`src/sv/slrrm_pkg.sv`:
```
// Shared constants and codes for the stereo linear resampler and ring mixer.
package slrrm_pkg;

    localparam int RING_DEPTH_DEF = 4096;
    localparam int SAMPLE_W       = 16;
    localparam int FRAC_W         = 16;
    localparam int PHASE_W        = 20;
    localparam int CFG_IDX_W      = 2;

    localparam logic [PHASE_W-1:0] RATE_STEP_RESET = PHASE_W'(65536);

    typedef enum logic [1:0] {
        OP_PUSH  = 2'd0,
        OP_MIX   = 2'd1,
        OP_FLUSH = 2'd2
    } t_op;

    typedef enum logic [CFG_IDX_W-1:0] {
        CFG_RATE_STEP   = 2'd0,
        CFG_MONO_SOURCE = 2'd1,
        CFG_MONO_OUTPUT = 2'd2
    } t_cfg_idx;

endpackage

```
`src/sv/slrrm_interp.sv`:
```
// Shared linear interpolation unit: registered multiply, then add and round toward zero.
module slrrm_interp
    import slrrm_pkg::*;
(
    input  logic                       i_clk,
    input  logic signed [SAMPLE_W-1:0] i_prev,
    input  logic signed [SAMPLE_W-1:0] i_cur,
    input  logic        [FRAC_W-1:0]   i_frac,
    output logic signed [SAMPLE_W-1:0] o_result
);

    localparam int DIFF_W = SAMPLE_W + 1;
    localparam int PROD_W = DIFF_W + FRAC_W + 1;
    localparam int NUM_W  = PROD_W + 1;

    logic signed [DIFF_W-1:0]   w_diff;
    logic signed [FRAC_W:0]     w_frac;
    logic signed [PROD_W-1:0]   r_prod;
    logic signed [SAMPLE_W-1:0] r_prev;
    logic signed [NUM_W-1:0]    w_num;
    logic signed [NUM_W-1:0]    w_quo;
    logic                       w_round_up;

    assign w_diff = DIFF_W'(i_cur) - DIFF_W'(i_prev);
    assign w_frac = signed'({1'b0, i_frac});

    always_ff @(posedge i_clk) begin
        r_prod <= PROD_W'(w_diff) * PROD_W'(w_frac);
        r_prev <= i_prev;
    end

    // The quotient by 65536 rounds toward zero, so a negative value with a
    // nonzero fraction moves up by one.
    assign w_num      = (NUM_W'(r_prev) <<< FRAC_W) + NUM_W'(r_prod);
    assign w_quo      = w_num >>> FRAC_W;
    assign w_round_up = w_num[NUM_W-1] && (|w_num[FRAC_W-1:0]);
    assign o_result   = w_quo[SAMPLE_W-1:0] + SAMPLE_W'(w_round_up);

endmodule

```
`config.mk`:
```
export PLATFORM = sky130hd
export DESIGN_NAME = slrrm_interp
export DESIGN_NICKNAME = d
export VERILOG_FILES = /design/src/sv/slrrm_pkg.sv /design/src/sv/slrrm_interp.sv
export SDC_FILE = /design/constraint.sdc
export NUM_CORES = 1
export LEC_CHECK = 0
export BUFFER_PORTS_ARGS = -buffer_cell sky130_fd_sc_hd__buf_2
export CAP_MARGIN = 15
export CORE_MARGIN = 1.5
export CORE_UTILIZATION = 42
export CTS_CLUSTER_DIAMETER = 200
export DETAILED_ROUTE_END_ITERATION = 8
export SETUP_SLACK_MARGIN = 0.1
export SYNTH_ARGS = -nofsm -noshare
export SYNTH_HDL_FRONTEND = slang
export SYNTH_SLANG_ARGS = --single-unit
```
`constraint.sdc`:
```
create_clock -name i_clk -period 10.98 [get_ports i_clk]
set_clock_uncertainty 0.15 [all_clocks]
set_input_delay 2.196 -clock i_clk [delete_from_list [all_inputs] [get_ports i_clk]]
set_output_delay 2.196 -clock i_clk [all_outputs]
set_load 0.005 [all_outputs]
```
# Word-level counts from Yosys, hierarchy flattened
# Cells that the tools add are included.
[word_totals] word_cells=8 in_bits=49 ff_bits=50 out_inout_bits=16
[op_classes] n_reduce_logical=2 n_mul=1 n_addsub=3
[ops] cell="$add 32x34->35" n=1
[ops] cell="$mul 17x17->34" n=1
[ops] cell="$sub 16x16->17" n=1
[ops] cell="$add 16x1->16" n=1
[ops] cell="$reduce_or 16->1" n=1
[ops] cell="$logic_and 1x1->1" n=1

# Longest topological paths before layout
[logic_depth] ltp_word=4 depth_mapped=35 mapped_depth_nobuf=34

# Worst setup path after synthesis
# Ideal clock, no wire load.
[synth_timing] kind="input to register" start="input port i_cur[0]" end="register r_prod[33]" n_path_buf=1 t_required_ps=10708 t_arrival_ps=9700 setup_ps=122 slack_ps=1009 stages=34 cell_sequence="inv_1 -> ha_1 -> inv_1 -> fa_1 -> a21o_1 -> a21oi_1 -> o21ai_1 -> or3_1 -> a41oi_1 -> nor2b_1 -> o21ai_0 -> xor2_1 -> clkbuf_1 -> and2_1 -> fa_1 -> inv_1 -> fa_1 -> fa_1 -> inv_1 -> fa_1 -> fa_1 -> inv_1 -> fa_1 -> inv_1 -> ha_1 -> o21a_1 -> o21ai_0 -> nor4_1 -> a21oi_1 -> o21ai_0 -> a31o_2 -> a221o_1 -> a211oi_2 -> xnor2_1"
[synth_between] elab_chain_cells=2
[synth_lines] item="from (decl)" line="slrrm_interp.sv:7" source="input logic signed [SAMPLE_W-1:0] i_cur,"
[synth_lines] item="$sub 16x16->17" line="slrrm_interp.sv:24" source="assign w_diff = DIFF_W'(i_cur) - DIFF_W'(i_prev);"
[synth_lines] item="$mul 17x17->34" line="slrrm_interp.sv:28" source="r_prod <= PROD_W'(w_diff) * PROD_W'(w_frac);"
[synth_lines] item="to (signal assigned)" line="slrrm_interp.sv:28"
[synth_lines] item="to (decl)" line="slrrm_interp.sv:18" source="logic signed [PROD_W-1:0] r_prod;"
# Every way passes these cells.

# Worst setup path after layout
[layout_timing] start="input port i_cur[0]" end="register r_prod[30]"
# The elaborated chain is that of the path after synthesis.

==> out/metrics.yaml <==
synth.distinct_cells: 64
endpoint_kind: "flip-flop"
die-area_um2: 33700
min_period_ns: 10.27
ant_nets: 0
synth_top_cell_by_area: "fa_1"
path_common_cell: "fa_1"
critPathLaunchType: "input port"
hold_viol: 0
drive_gt1_share_pct: 6.69
fin_cells: 2034
synth_top_cells_by_area: "fa_1 (40%), ha_1 (12%), inv_1 (11%)"
path_buf_inv: 8
final_util_pct: 46.2
crit_family: "adder cells"
hp-class: "in -> reg"
ys_warn_count: 0
rsz0062_at_grt: "no"
cp_slowest_cell: "fa_1"
drt_iter0_drc: 500
grt_start_max_net_pins: 18
routabilityCongestion: 0.865
top_usage_layer: "met2"
cts-hold-fix-buffers: 0
antenna_found_initial: 0
track_usage_pct: 20.5
grt_use_met1_pct: 29.0
maxSlewHeadroom_pct: 31.9
met2_usage_pct: 33.7
slowest_delay_ns: 0.53
hold_slack_ns: 1.86
multiInputGateArea_um2: 11100
die-width_um: 184
fin_nets: 2048
grt_pass1_wl_um: 54500
ctsRootBufferMaster: "clkbuf_16"
io_pins: 65
ys_seq_elements: 50
drcViolationCount: 0
setup_tns_ns: 0
critPathKind: "in -> reg"
cts_tree: "done"
synthDominantCellAreaShare_pct: 40.1
n_fill_cell: 3165
syn_area_um2: 13700
ys_seq_area_share_pct: 7.31
die_y_um: 184
cp.arrival_ns: 10.30
via_count: 10000
tightest_slew_ns: 1.01
avgViaCountPerCell: 4.93
htree_levels: 2
grtUsageMet3_pct: 1.92
synth_edf_count: 0
ys.flop_type: "dfxtp_1"
cts_made_buffers: 5
async_reset_ff_share_pct: 0
core-area_um2: 31800
area_growth_syn_to_layout_pct: 7.42
dr.pass1.iters: 4
status: "finished, final reports clean"
fmax_mhz: 97.4
grt_pass1_vias: 10700
start_util_pct: 43.0
cap_violations: 0
crit_fanout: 15
worstPathRequired_ns: 11.02
finalSetupViolCount: 0
synth_area_per_cell_um2: 8.82
wire_per_inst_um: 15.9
syn_inst: 1551
dp_hpwl_um: 27100
overflow: 0
finalWirelength_um: 32300
n_antenna_cell: 0
register_area_um2: 1000
clkTransAtPathRegs_ns: 0.07
clockBufferDepth: 2
dp.cells: 2026
cts.sinks: 50
num_rows: 65
syn-num-nets: 2001
drv_slew: 0
io_buffer_count: 64
period_share_pct: 93.5
flip-flops by register name (all words and copies together) (netlist names):
register / cells
r_prev: 16
r_prod: 34
cells by family after synthesis:
logic type | share of synthesized area (%)
AO/OA/AOI/OAI | 8.34
XOR/XNOR | 5.23
adder cells (fa/ha/maj) | 51.7
buffers and inverters | 11.9
flip-flops | 7.31
multiplexers | 0.0731
AND/OR/NAND/NOR | 15.5
stage by stage:
stage	area, µm²	setup slack (ns)
floorplan	13700	1.01
global placement	14600	0.376
detailed placement	14600	0.312
CTS	14700	0.607
global route	14700	0.141
finish	14700	0.713
layout make-up:
class                           count  share of cell area (%)
Clock inverter                      2                  0.0936
Tap cell                          435                    3.70
Clock buffer                        6                   0.877
Inverter                          390                    9.96
Multi-Input combinational cell   1068                    75.3
Timing Repair Buffer               83                    3.23
Sequential cell                    50                    6.81
path summary, 6_finish.rpt:
| check | startpoint | end | slack, ns | cells after the start |
|---|---|---|---|---|
| min | i_prev[15] | r_prev[15] | 1.86 | 1 |
| max | i_cur[0] | r_prod[30] | 0.71 | 33 |
cells in the mapped netlist, drive strengths merged (2+ instances only):
cell type	n
a2111oi	4
a211o	3
a211oi	6
a21boi	4
a21o	21
a21oi	48
a22oi	2
a2bb2oi	2
a311oi	2
a31oi	7
and2	119
and3	8
and4	2
buf	2
clkbuf	41
dfxtp	50
fa	274
ha	127
inv	390
nand2	170
nand2b	12
nand3	16
nand3b	4
nand4	5
nand4b	3
nor2	24
nor2b	20
nor3	10
nor3b	7
nor4	8
nor4b	2
o211ai	7
o21a	10
o21ai	42
o21bai	2
o31ai	3
o41ai	3
or3	2
xnor2	58
xor2	22
metal layers:
| metal | vias to the layer above | share of wire, % | wire (µm) |
|---|---|---|---|
| met5 | - | 0 | 0 |
| met4 | 0 | 2.0 | 631 |
| met3 | 35 | 4.0 | 1300 |
| met2 | 220 | 45 | 14600 |
| met1 | 4991 | 49 | 15700 |
| li1 | 4787 | - | - |
repair_timing:
action | in CTS | in global routing
setup endpoints to repair | 0 | 1
setup buffers | 0 | 0
resized for setup | 0 | 1
cells in the final DEF (no fill, tap or decap), types with 3 or more instances in the layout:
cell and n:
a211o_1 3, a211oi_1 5, a21o_1 20, a21oi_1 48, a31oi_1 7, and2_1 118, and3_1 8, buf_2 64
buf_4 18, clkbuf_16 5, dfxtp_1 50, fa_1 274, ha_1 127, inv_1 389, nand2_1 170, nand2b_1 12
nand3_1 16, nand3b_1 3, nand4_1 4, nand4b_1 3, nor2_1 24, nor2b_1 20, nor3_1 10, nor3b_1 7
nor4_1 8, o211ai_1 7, o21a_1 9, o21ai_0 36, o21ai_1 5, o41ai_1 3, xnor2_1 55, xnor2_2 3
xor2_1 22
Power is not shown: default switching activity piles up to over one toggle a cycle in this logic, so the estimate is an artifact.
